$ cat config.mk
export PLATFORM = sky130hd
export DESIGN_NAME = speck64_block_cipher
export DESIGN_NICKNAME = d
export VERILOG_FILES = /design/src/sv/spk_pkg.sv /design/src/sv/spk_ctrl.sv /design/src/sv/spk_dp.sv /design/src/sv/speck64_block_cipher.sv
export SDC_FILE = /design/constraint.sdc
export NUM_CORES = 2
export LEC_CHECK = 0
export BUFFER_PORTS_ARGS = -buffer_cell sky130_fd_sc_hd__buf_2
export CORE_ASPECT_RATIO = 0.75
export CORE_MARGIN = 2
export CORE_UTILIZATION = 25
export CTS_CLUSTER_SIZE = 12
export DETAILED_ROUTE_END_ITERATION = 6
export HOLD_SLACK_MARGIN = 0.03
export PLACE_DENSITY = 0.51
export SYNTH_ARGS = -nofsm -noshare
export SYNTH_HDL_FRONTEND = slang
export SYNTH_SLANG_ARGS = --single-unit
$ cat constraint.sdc
create_clock -name clock -period 8.05 [get_ports clock]
set_input_delay 1.61 -clock clock [delete_from_list [all_inputs] [get_ports clock]]
set_output_delay 1.61 -clock clock [all_outputs]
set_load 0.01 [all_outputs]
$ cat src/sv/spk_pkg.sv
// shared types, constants and round functions for the speck64 cipher
package spk_pkg;

   localparam int WORD_BITS = 32;
   localparam int ROT_A     = 8;
   localparam int ROT_B     = 3;
   localparam int CSR_BITS  = 3;

   typedef logic [WORD_BITS-1:0] word_type;

   typedef struct packed {
      word_type x;
      word_type y;
   } pair_type;

   typedef enum logic [CSR_BITS-1:0] {
      CSR_KEY0   = 3'd0,
      CSR_KEY1   = 3'd1,
      CSR_KEY2   = 3'd2,
      CSR_KEY3   = 3'd3,
      CSR_KEYLEN = 3'd4,
      CSR_ROUNDS = 3'd5
   } csr_index_type;

   // controller to datapath commands
   typedef struct packed {
      logic kinit;
      logic kstep;
      logic load;
      logic step;
      logic out_load;
      logic dec;
   } cmd_type;

   function automatic word_type rotr(input word_type v, input int s);
      rotr = (v >> s) | (v << (WORD_BITS - s));
   endfunction

   function automatic word_type rotl(input word_type v, input int s);
      rotl = (v << s) | (v >> (WORD_BITS - s));
   endfunction

   function automatic pair_type round_fwd(input word_type x, input word_type y,
                                          input word_type k);
      pair_type r;
      r.x = (rotr(x, ROT_A) + y) ^ k;
      r.y = rotl(y, ROT_B) ^ r.x;
      round_fwd = r;
   endfunction

   function automatic pair_type round_inv(input word_type x, input word_type y,
                                          input word_type k);
      pair_type r;
      r.y = rotr(y ^ x, ROT_B);
      r.x = rotl((x ^ k) - r.y, ROT_A);
      round_inv = r;
   endfunction

endpackage

$ cat src/sv/spk_ctrl.sv
// controller: key expansion sequencing, round counter and result handshake
module spk_ctrl import spk_pkg::*; #(
   parameter int MAX_ROUNDS = 27,
   localparam int RW = (MAX_ROUNDS > 1) ? $clog2(MAX_ROUNDS) : 1
) (
   input  logic                clock,
   input  logic                reset,
   input  logic                csr_valid,
   input  logic [CSR_BITS-1:0] csr_index,
   input  logic                req_tvalid,
   output logic                req_tready,
   input  logic                req_tuser,
   output logic                rsp_tvalid,
   input  logic                rsp_tready,
   input  logic [RW-1:0]       last_idx,
   output logic [RW-1:0]       cnt,
   output cmd_type             cmd
);

   typedef enum logic [1:0] {S_KINIT, S_KEXP, S_IDLE, S_RUN} state_type;

   state_type     state_ff, state_in;
   logic [RW-1:0] cnt_ff, cnt_in;
   logic          dec_ff, dec_in;
   logic          rsp_valid_ff, rsp_valid_in;
   logic          cfg_write, req_fire, last, hold;

   assign cfg_write  = csr_valid && (csr_index <= CSR_ROUNDS);
   assign req_tready = (state_ff == S_IDLE) && !csr_valid;
   assign req_fire   = req_tvalid && req_tready;
   assign last       = dec_ff ? (cnt_ff == '0) : (cnt_ff == last_idx);
   // result register still full: hold on the final round
   assign hold       = last && rsp_valid_ff && !rsp_tready;

   assign cmd.kinit    = (state_ff == S_KINIT);
   assign cmd.kstep    = (state_ff == S_KEXP);
   assign cmd.load     = req_fire;
   assign cmd.step     = (state_ff == S_RUN) && !last;
   assign cmd.out_load = (state_ff == S_RUN) && last && !hold;
   assign cmd.dec      = dec_ff;

   assign cnt        = cnt_ff;
   assign rsp_tvalid = rsp_valid_ff;

   always_comb begin
      state_in     = state_ff;
      cnt_in       = cnt_ff;
      dec_in       = dec_ff;
      rsp_valid_in = rsp_valid_ff && !rsp_tready;
      unique case (state_ff)
         S_KINIT: begin
            cnt_in   = '0;
            state_in = (MAX_ROUNDS > 1) ? S_KEXP : S_IDLE;
         end
         S_KEXP: begin
            if (cnt_ff == RW'(MAX_ROUNDS - 2)) begin
               cnt_in   = '0;
               state_in = S_IDLE;
            end else begin
               cnt_in = cnt_ff + 1'b1;
            end
         end
         S_IDLE: begin
            if (req_fire) begin
               dec_in   = req_tuser;
               cnt_in   = req_tuser ? last_idx : '0;
               state_in = S_RUN;
            end
         end
         S_RUN: begin
            if (cmd.out_load) begin
               rsp_valid_in = 1'b1;
               state_in     = S_IDLE;
            end else if (cmd.step) begin
               cnt_in = dec_ff ? (cnt_ff - 1'b1) : (cnt_ff + 1'b1);
            end
         end
         default: state_in = S_KINIT;
      endcase
      // any register write re-expands the key table
      if (cfg_write) begin
         state_in = S_KINIT;
      end
   end

   always_ff @(posedge clock) begin
      if (reset) begin
         state_ff     <= S_KINIT;
         cnt_ff       <= '0;
         dec_ff       <= 1'b0;
         rsp_valid_ff <= 1'b0;
      end else begin
         state_ff     <= state_in;
         cnt_ff       <= cnt_in;
         dec_ff       <= dec_in;
         rsp_valid_ff <= rsp_valid_in;
      end
   end

   a_out_sets_valid: assert property (@(posedge clock) disable iff (reset)
      cmd.out_load |=> rsp_valid_ff)
      else $error("result load did not raise rsp_tvalid");

   a_no_overwrite: assert property (@(posedge clock) disable iff (reset)
      cmd.out_load |-> (!rsp_valid_ff || rsp_tready))
      else $error("pending result overwritten");

   a_run_cnt: assert property (@(posedge clock) disable iff (reset)
      (state_ff == S_RUN) |-> (cnt_ff <= last_idx))
      else $error("round counter beyond last round");

   a_exp_cnt: assert property (@(posedge clock) disable iff (reset)
      (state_ff == S_KEXP) |-> (cnt_ff <= RW'(MAX_ROUNDS - 2)))
      else $error("key expansion counter out of range");

endmodule

$ cat src/sv/spk_dp.sv
// datapath: config registers, key schedule, round key table and round unit
module spk_dp import spk_pkg::*; #(
   parameter int MAX_ROUNDS = 27,
   localparam int RW = (MAX_ROUNDS > 1) ? $clog2(MAX_ROUNDS) : 1
) (
   input  logic                 clock,
   input  logic                 reset,
   input  logic                 csr_valid,
   input  logic [CSR_BITS-1:0]  csr_index,
   input  logic [WORD_BITS-1:0] csr_data,
   input  logic [63:0]          req_tdata,
   input  cmd_type              cmd,
   input  logic [RW-1:0]        cnt,
   output logic [RW-1:0]        last_idx,
   output logic [63:0]          rsp_tdata
);

   word_type      key0_ff, key1_ff, key2_ff, key3_ff;
   logic [2:0]    key_len_ff;
   logic [4:0]    rounds_ff;
   word_type      lw0_ff, lw1_ff, lw2_ff, ky_ff;
   word_type      x_ff, y_ff;
   word_type      res_l_ff, res_r_ff;
   word_type      key_tbl [MAX_ROUNDS];
   logic          m4;
   word_type      k_first;
   word_type      rkey;
   pair_type      kp, rp;
   logic [4:0]    n_m1;

   always_ff @(posedge clock) begin
      if (reset) begin
         key0_ff    <= '0;
         key1_ff    <= '0;
         key2_ff    <= '0;
         key3_ff    <= '0;
         key_len_ff <= 3'd3;
         rounds_ff  <= 5'd26;
      end else if (csr_valid) begin
         unique case (csr_index_type'(csr_index))
            CSR_KEY0:   key0_ff    <= csr_data;
            CSR_KEY1:   key1_ff    <= csr_data;
            CSR_KEY2:   key2_ff    <= csr_data;
            CSR_KEY3:   key3_ff    <= csr_data;
            CSR_KEYLEN: key_len_ff <= csr_data[2:0];
            CSR_ROUNDS: rounds_ff  <= csr_data[4:0];
            default: ;
         endcase
      end
   end

   // saturate round count into 1..MAX_ROUNDS, held as last round index
   always_comb begin
      if (rounds_ff == 5'd0) begin
         n_m1 = 5'd0;
      end else if (rounds_ff > 5'(MAX_ROUNDS)) begin
         n_m1 = 5'(MAX_ROUNDS - 1);
      end else begin
         n_m1 = rounds_ff - 5'd1;
      end
   end
   assign last_idx = n_m1[RW-1:0];

   assign m4      = (key_len_ff == 3'd4);
   assign k_first = m4 ? key3_ff : key2_ff;
   assign kp      = round_fwd(lw0_ff, ky_ff, WORD_BITS'(cnt));

   always_ff @(posedge clock) begin
      if (cmd.kinit) begin
         ky_ff  <= k_first;
         lw0_ff <= m4 ? key2_ff : key1_ff;
         lw1_ff <= m4 ? key1_ff : key0_ff;
         lw2_ff <= key0_ff;
      end else if (cmd.kstep) begin
         ky_ff  <= kp.y;
         lw0_ff <= lw1_ff;
         lw1_ff <= m4 ? lw2_ff : kp.x;
         lw2_ff <= kp.x;
      end
   end

   always_ff @(posedge clock) begin
      if (cmd.kinit) begin
         key_tbl[0] <= k_first;
      end else if (cmd.kstep) begin
         key_tbl[RW'(cnt + 1'b1)] <= kp.y;
      end
   end

   assign rkey = key_tbl[cnt];
   assign rp   = cmd.dec ? round_inv(x_ff, y_ff, rkey) : round_fwd(x_ff, y_ff, rkey);

   always_ff @(posedge clock) begin
      if (cmd.load) begin
         x_ff <= req_tdata[31:0];
         y_ff <= req_tdata[63:32];
      end else if (cmd.step) begin
         x_ff <= rp.x;
         y_ff <= rp.y;
      end
      if (cmd.out_load) begin
         res_l_ff <= rp.x;
         res_r_ff <= rp.y;
      end
   end

   assign rsp_tdata = {res_r_ff, res_l_ff};

endmodule

$ cat src/sv/speck64_block_cipher.sv
// speck64 block cipher top level: round-iterative core, one round per cycle
// unless a full result register holds the final round; each block runs n
// rounds, n = rounds (1..MAX_ROUNDS); a new block is taken only once the prior
// one leaves the single shared round unit; key table expansion runs after
// reset and each register write; req_tready low meanwhile; csr writes always taken
// reset is synchronous active high and restores the 96-bit all-zero key, 26 rounds
module speck64_block_cipher import spk_pkg::*; #(
   parameter int MAX_ROUNDS = 27
) (
   input  logic                 clock,
   input  logic                 reset,
   input  logic                 req_tvalid,
   output logic                 req_tready,
   input  logic [63:0]          req_tdata,   // right_word, left_word
   input  logic                 req_tuser,   // func
   output logic                 rsp_tvalid,
   input  logic                 rsp_tready,
   output logic [63:0]          rsp_tdata,   // result_right, result_left
   input  logic                 csr_valid,
   output logic                 csr_ready,
   input  logic [CSR_BITS-1:0]  csr_index,
   input  logic [WORD_BITS-1:0] csr_data
);

   localparam int RW = (MAX_ROUNDS > 1) ? $clog2(MAX_ROUNDS) : 1;

   cmd_type       cmd;
   logic [RW-1:0] cnt;
   logic [RW-1:0] last_idx;

   assign csr_ready = 1'b1;

   spk_ctrl #(.MAX_ROUNDS(MAX_ROUNDS)) u_ctrl (
      .clock      (clock),
      .reset      (reset),
      .csr_valid  (csr_valid),
      .csr_index  (csr_index),
      .req_tvalid (req_tvalid),
      .req_tready (req_tready),
      .req_tuser  (req_tuser),
      .rsp_tvalid (rsp_tvalid),
      .rsp_tready (rsp_tready),
      .last_idx   (last_idx),
      .cnt        (cnt),
      .cmd        (cmd)
   );

   spk_dp #(.MAX_ROUNDS(MAX_ROUNDS)) u_dp (
      .clock     (clock),
      .reset     (reset),
      .csr_valid (csr_valid),
      .csr_index (csr_index),
      .csr_data  (csr_data),
      .req_tdata (req_tdata),
      .cmd       (cmd),
      .cnt       (cnt),
      .last_idx  (last_idx),
      .rsp_tdata (rsp_tdata)
   );

endmodule
* After elaboration in Yosys (flattened, before gate mapping)
Memories as Yosys holds them, arrays and structs flattened. A register that Yosys moved wholly into a read port is not among the register bits.
Cells that the tools add are included.
** Word-level totals
- Logic and storage cells :: 128
- Bits in writable memories :: 864
- Memories kept :: 1
- Bits in registers :: 401
- Input bits :: 105
- Output and inout port bits :: 67
** Memory list
- u_dp.key_tbl :: depth 27, width 32, read ports 1, clocked after Yosys merged registers in 1, wr ports 1, line spk_dp.sv:24 : word_type key_tbl [MAX_ROUNDS];
** Operators by class
- Eq/ne operators :: 16
- Reduce and logical (&&, ||, !) cells :: 30
- Magnitude comparators :: 2
- Multiplexer cells :: 43
- Bitwise operators :: 12
- $add $sub $neg :: 6
** Operator list (number)
- 32-bit 2-to-1 mux :: 17
- 32-bit bitwise XOR :: 5
- 32-bit adder :: 2
- 64-bit 2-to-1 mux :: 1
- 24-bit by 32-bit bitwise OR with 32-bit output :: 2
- 32-bit by 3-bit bitwise OR with 32-bit output :: 2
- 5-bit 2-to-1 mux :: 11
- 29-bit by 32-bit bitwise OR with 32-bit output :: 1
- 32-bit by 8-bit bitwise OR with 32-bit output :: 1
- 32-bit OR reduction :: 1
- 32-bit subtractor :: 1
- 32-bit by 5-bit bitwise XOR with 32-bit output :: 1
- 5-bit case mux with 4 select lines :: 1
- 2-bit AND reduction :: 7
- 5-bit logical NOT :: 2
- 5-bit by 1-bit subtractor with 5-bit output (second input constant) :: 2
- 3-bit == test (second input constant) :: 3
- 1-bit logical AND :: 9
- 1-bit 2-to-1 mux :: 9
- 2-bit case mux with 4 select lines :: 1
- 3-bit by 2-bit == test with 1-bit output (second input constant) :: 2
- 2-bit 2-to-1 mux :: 3
- 2-bit != test (second input constant) :: 3
- 3-bit AND reduction :: 2
- other kinds (14) :: 20

* Longest topological paths before layout
- Depth after elaboration :: 13
- Mapped depth :: 23
- Gate-level depth less buffers :: 18

* Cells and area by module
Synthesis repeated with hierarchy kept, for this count alone.
** Unflattened totals
- Cell total of the unflattened synthesis :: 4068
- Area total of the unflattened synthesis :: 57901.8 µm²
** By module, submodules not included
- spk_dp :: cells an instance 3947, seq. area each 36354.9 µm², area an instance 56995.9 µm², times used 1
- spk_ctrl :: cells an instance 119, seq. area each 180.2 µm², area an instance 894.6 µm², times used 1
- speck64_block_cipher :: cells an instance 2, seq. area each 0.0 µm², area an instance 11.3 µm², times used 1

* Worst setup path before layout
Ideal clock, no wire load.
- Path kind :: reg-to-reg
- Start :: register u_dp.rounds_ff[0]
- End :: register u_dp.x_ff[0] (enable)
- Period minus slack after synthesis :: 6.669 ns
- Data arrival time :: 6.094 ns
- Library setup time :: 0.574 ns
- Data required time :: 7.476 ns
- Setup slack :: 1.381 ns
- Stages on the path, launching flop included :: 11
- Buffers on the path :: 0
- Cell sequence :: dfxtp_1 > inv_1 > ha_1 > nor2b_1 > and2_1 > nor2_1 > nand2_1 > xnor2_1 > nor4_1 > a32o_1 > o21ai_0
** On the way
- Word-level cells in the longest chain between the ends :: 8
- Elaborated cells between the ends (all ways) :: 10
- Classes of those cells :: add/sub: 1; order compare: 1; eq/ne: 1; mux: 3; reduce/logical: 4
** Ends and longest elaborated chain
- start, declared :: line spk_dp.sv:20 : logic [4:0] rounds_ff;
- start signal, assigned :: line spk_dp.sv:46 : CSR_ROUNDS: rounds_ff <= csr_data[4:0];
- 5-bit by 1-bit subtractor with 5-bit output or 5-bit > comparator (tied branches) :: line spk_dp.sv:59, spk_dp.sv:56
- 5-bit 2-to-1 mux :: line spk_dp.sv:56 : end else if (rounds_ff > 5'(MAX_ROUNDS)) begin
- 5-bit 2-to-1 mux * :: line spk_dp.sv:54 : if (rounds_ff == 5'd0) begin
- 5-bit == test * :: line spk_ctrl.sv:31 : assign last = dec_ff ? (cnt_ff == '0) : (cnt_ff == last_idx);
- 1-bit 2-to-1 mux * :: line spk_ctrl.sv:31
- 1-bit logical NOT * :: line spk_ctrl.sv:38 : assign cmd.step = (state_ff == S_RUN) && !last;
- 1-bit logical AND * :: line spk_ctrl.sv:38
- 2-bit nonzero test (no line) *
- end signal, assigned :: line spk_dp.sv:95 : x_ff <= req_tdata[31:0];
- end signal, assigned :: line spk_dp.sv:98 : x_ff <= rp.x;
- end, declared :: line spk_dp.sv:22 : word_type x_ff, y_ff;
Every way passes the cells marked *; elsewhere a longest branch is shown, timed or not.
A chain may end at the register's enable or synchronous reset.

==> impl_metrics.tcl <==
set metrics [dict create \
    grt_setup_unrepaired "false" \
    clk_pin_slew_ps 60 \
    hold_violations 0 \
    synth.most_common_cell "edfxtp_1" \
    synthArstFlopShare 0 \
    hold_buffers 0 \
    die_h_um 418 \
    cp_max_fo 34 \
    synthTopCellsByArea "edfxtp_1 59%, mux4_2 8.5%, dfxtp_1 5.3%" \
    power_mw 15.7 \
    grt_usage 0.143 \
    layout-drive-gt1-share 0.198 \
    ys_warn_count 0 \
    hold_path_class "flop to flop" \
    synthesis.area_sq_um 57000 \
    io_pins 172 \
    fin_area_sq_um 66400 \
    area_growth_pct 16.5 \
    gp_congestion 0.873 \
    vias_per_cell 4.76 \
    cts_buffer_depth 3 \
    port_buffers 170 \
    cts_sinks 1270 \
    critical_path_arrival_ps 7170 \
    nets 4371 \
    required_ps 8560 \
    routed_wl_um 169000 \
    cts_resized 0 \
    synth.net_count 4180 \
    placed_cell_area_sq_um 61800 \
    synth_top_area_cell "edfxtp_1" \
    crit_cells 16 \
    seq_area_frac_synth 0.643 \
    grt_max_degree 161 \
    holdPathStages 2 \
    synth.top_cells.by_count "1120 x edfxtp_1, 515 x nand2_1, 328 x a21oi_1, 253 x nor2_1, 214 x mux4_2" \
    worst-setup-path-type "flop to flop" \
    maxSlewHeadroom 0.163 \
    vdd_ir_drop_max_v 0.000179 \
    status "finished, final reports clean" \
    cts_buffers 143 \
    grt_pass1_wl_um 241000 \
    cts_tree "done" \
    grt_remaining_overflow 0 \
    final-setup-viol-count 0 \
    critPathMaxStageDelay_ps 1020 \
    start_util 0.252 \
    p_leak_nw 21.8 \
    ys.flop_type "edfxtp_1" \
    ys_ff_latch 1270 \
    die_area_sq_um 232000 \
    crit_chain "buf_4, mux4_2, mux4_2, mux2_2, xor2_1, ha_1, o211ai_1, a21oi_1, a211oi_1, o41ai_1, a221oi_1, o311ai_2, a31oi_1, xnor2_1, a21o_1, mux2_2" \
    fin_crit_ps 6670 \
    worst_path_dominant_cell_family "compound AO/OA/AOI/OAI gates" \
    finalMaxSlewViolations 0 \
    synth.distinct_cells 82 \
    synth_top_area_frac 0.590 \
    drt_pass1_iterations 7 \
    netlist_instances 3965 \
    p_per_area_nw_per_um2 236 \
    std_cell_rows 151 \
    fmax_mhz 150 \
    finalClockSkew_ps 51.2 \
    die_w_um 555 \
    maxCapViolCount 0 \
    dp_hpwl_um 101000 \
    worstRegToRegCells 16 \
    grt_pass1_vias 33500 \
    drc_errors 0 \
    core-area_sq_um 226000 \
    grt_antenna_before_repair 11 \
    post_cts_buffers 0 \
    root_buffer "clkbuf_16" \
    synth_edf_count 1120 \
    vias 34500 \
    cp-start-kind "flop" \
    htreeDepth 4 \
    worst-path-buf-inv 1 \
    slowest_stage "o41ai_1" \
    timing.final.crit_share 0.828 \
    worstMarginPinSlew_ps 1260 \
    syn_area_per_cell_sq_um 14.4 \
    setup-tns-final_ps 0 \
    drtIter0Drc 3408 \
    ant_nets 0 \
    critPathCaptureType "flop" \
    routed_wire_length_per_instance_um 23.3 \
    clk_latency_ps 800 \
]
logic make-up after synthesis:
| logic type | after synthesis | share of synthesized area |
|---|---|---|
| other | 1 | 0.0000658 |
| XOR/XNOR | 262 | 0.0410 |
| multiplexers | 488 | 0.135 |
| AND/OR/NAND/NOR | 889 | 0.0633 |
| flip-flops | 1270 | 0.643 |
| AO/OA/AOI/OAI | 694 | 0.0748 |
| buffers and inverters | 251 | 0.0189 |
| adder cells (fa/ha/maj) | 110 | 0.0245 |
worst register-to-register path, delay by kind of cell (launching register included):
family | cells | cell delay (ps)
compound gates | 8 | 2860
xor+xnor | 2 | 330
fa+ha+maj | 1 | 380
buf+inv | 1 | 450
flops | 1 | 810
mux | 4 | 1600
cell usage in the layout (no fill, tap or decap), drive strengths merged, types with 24 or more instances in the layout:
cell    count
a21o       56
a21oi     328
a31oi      35
buf       254
clkbuf    192
clkinv     52
dfxtp     150
edfxtp   1120
ha        107
inv        48
mux2       84
mux2i     190
mux4      214
nand2     515
nand3      26
nor2      254
o211ai     24
o21ai     112
xnor2     152
xor2      108
area by class of cell:
type	instances	area (sq um)
fillers	22500	160000
flip-flops and latches	1270	36700
multi-input cells	2444	19700
clock buffers	192	3840
well taps	2983	3730
repair buffers	254	1580
clock inverters	65	736
inverters	43	166
diodes	2	5.00
routing by layer:
metal | wire, um | global-route usage | vias to the layer above
met4 | 4560 | 0.0434 | 0
met1 | 76600 | 0.200 | 17700
li1 | - | - | 15400
met5 | 0 | 0 | -
met2 | 77100 | 0.222 | 1147
met3 | 11000 | 0.0299 | 234
power by group:
group | switching, mW | total, mW | internal, mW
registers | 0.0835 | 7.59 | 7.51
logic | 1.11 | 1.73 | 0.619
clock network | 2.77 | 6.37 | 3.60
through the flow:
stage,hold slack (ps),util,setup WS [ps],instances
after global routing,473,0.294,1100,7252
after CTS,455,0.294,1540,7251
after floorplan,434,-,1380,3965
after detailed placement,447,0.273,1570,6994
final,453,0.294,1380,7253
after global placement,440,0.273,1620,6994
path summary, 6_finish.rpt:
kind / startpoint / endpoint / slack (ps)
max: flop / u_dp.x_ff[6]$_DFFE_PP_ / 1380
min: u_dp.key0_ff[17]$_SDFFE_PP0P_ / u_dp.key0_ff[17]$_SDFFE_PP0P_ / 450
max reg2reg: flop / u_dp.x_ff[6]$_DFFE_PP_ / 1380
min reg2reg: u_dp.key0_ff[17]$_SDFFE_PP0P_ / u_dp.key0_ff[17]$_SDFFE_PP0P_ / 450
state kept, by name, indices dropped and copies added, names as in the netlist, 5 cells and up, named ones only:
name            cells
u_ctrl.cnt          5
u_dp.key1_ff       32
u_dp.key_tbl      864
u_dp.lw0_ff        32
u_dp.key0_ff       32
u_dp.rounds_ff      5
u_dp.lw1_ff        32
u_dp.key2_ff       32
u_dp.y_ff          32
u_dp.ky_ff         32
u_dp.x_ff          32
u_dp.res_l_ff      32
u_dp.key3_ff       32
u_dp.res_r_ff      32
u_dp.lw2_ff        32
Power figures use the tool's default switching activity.
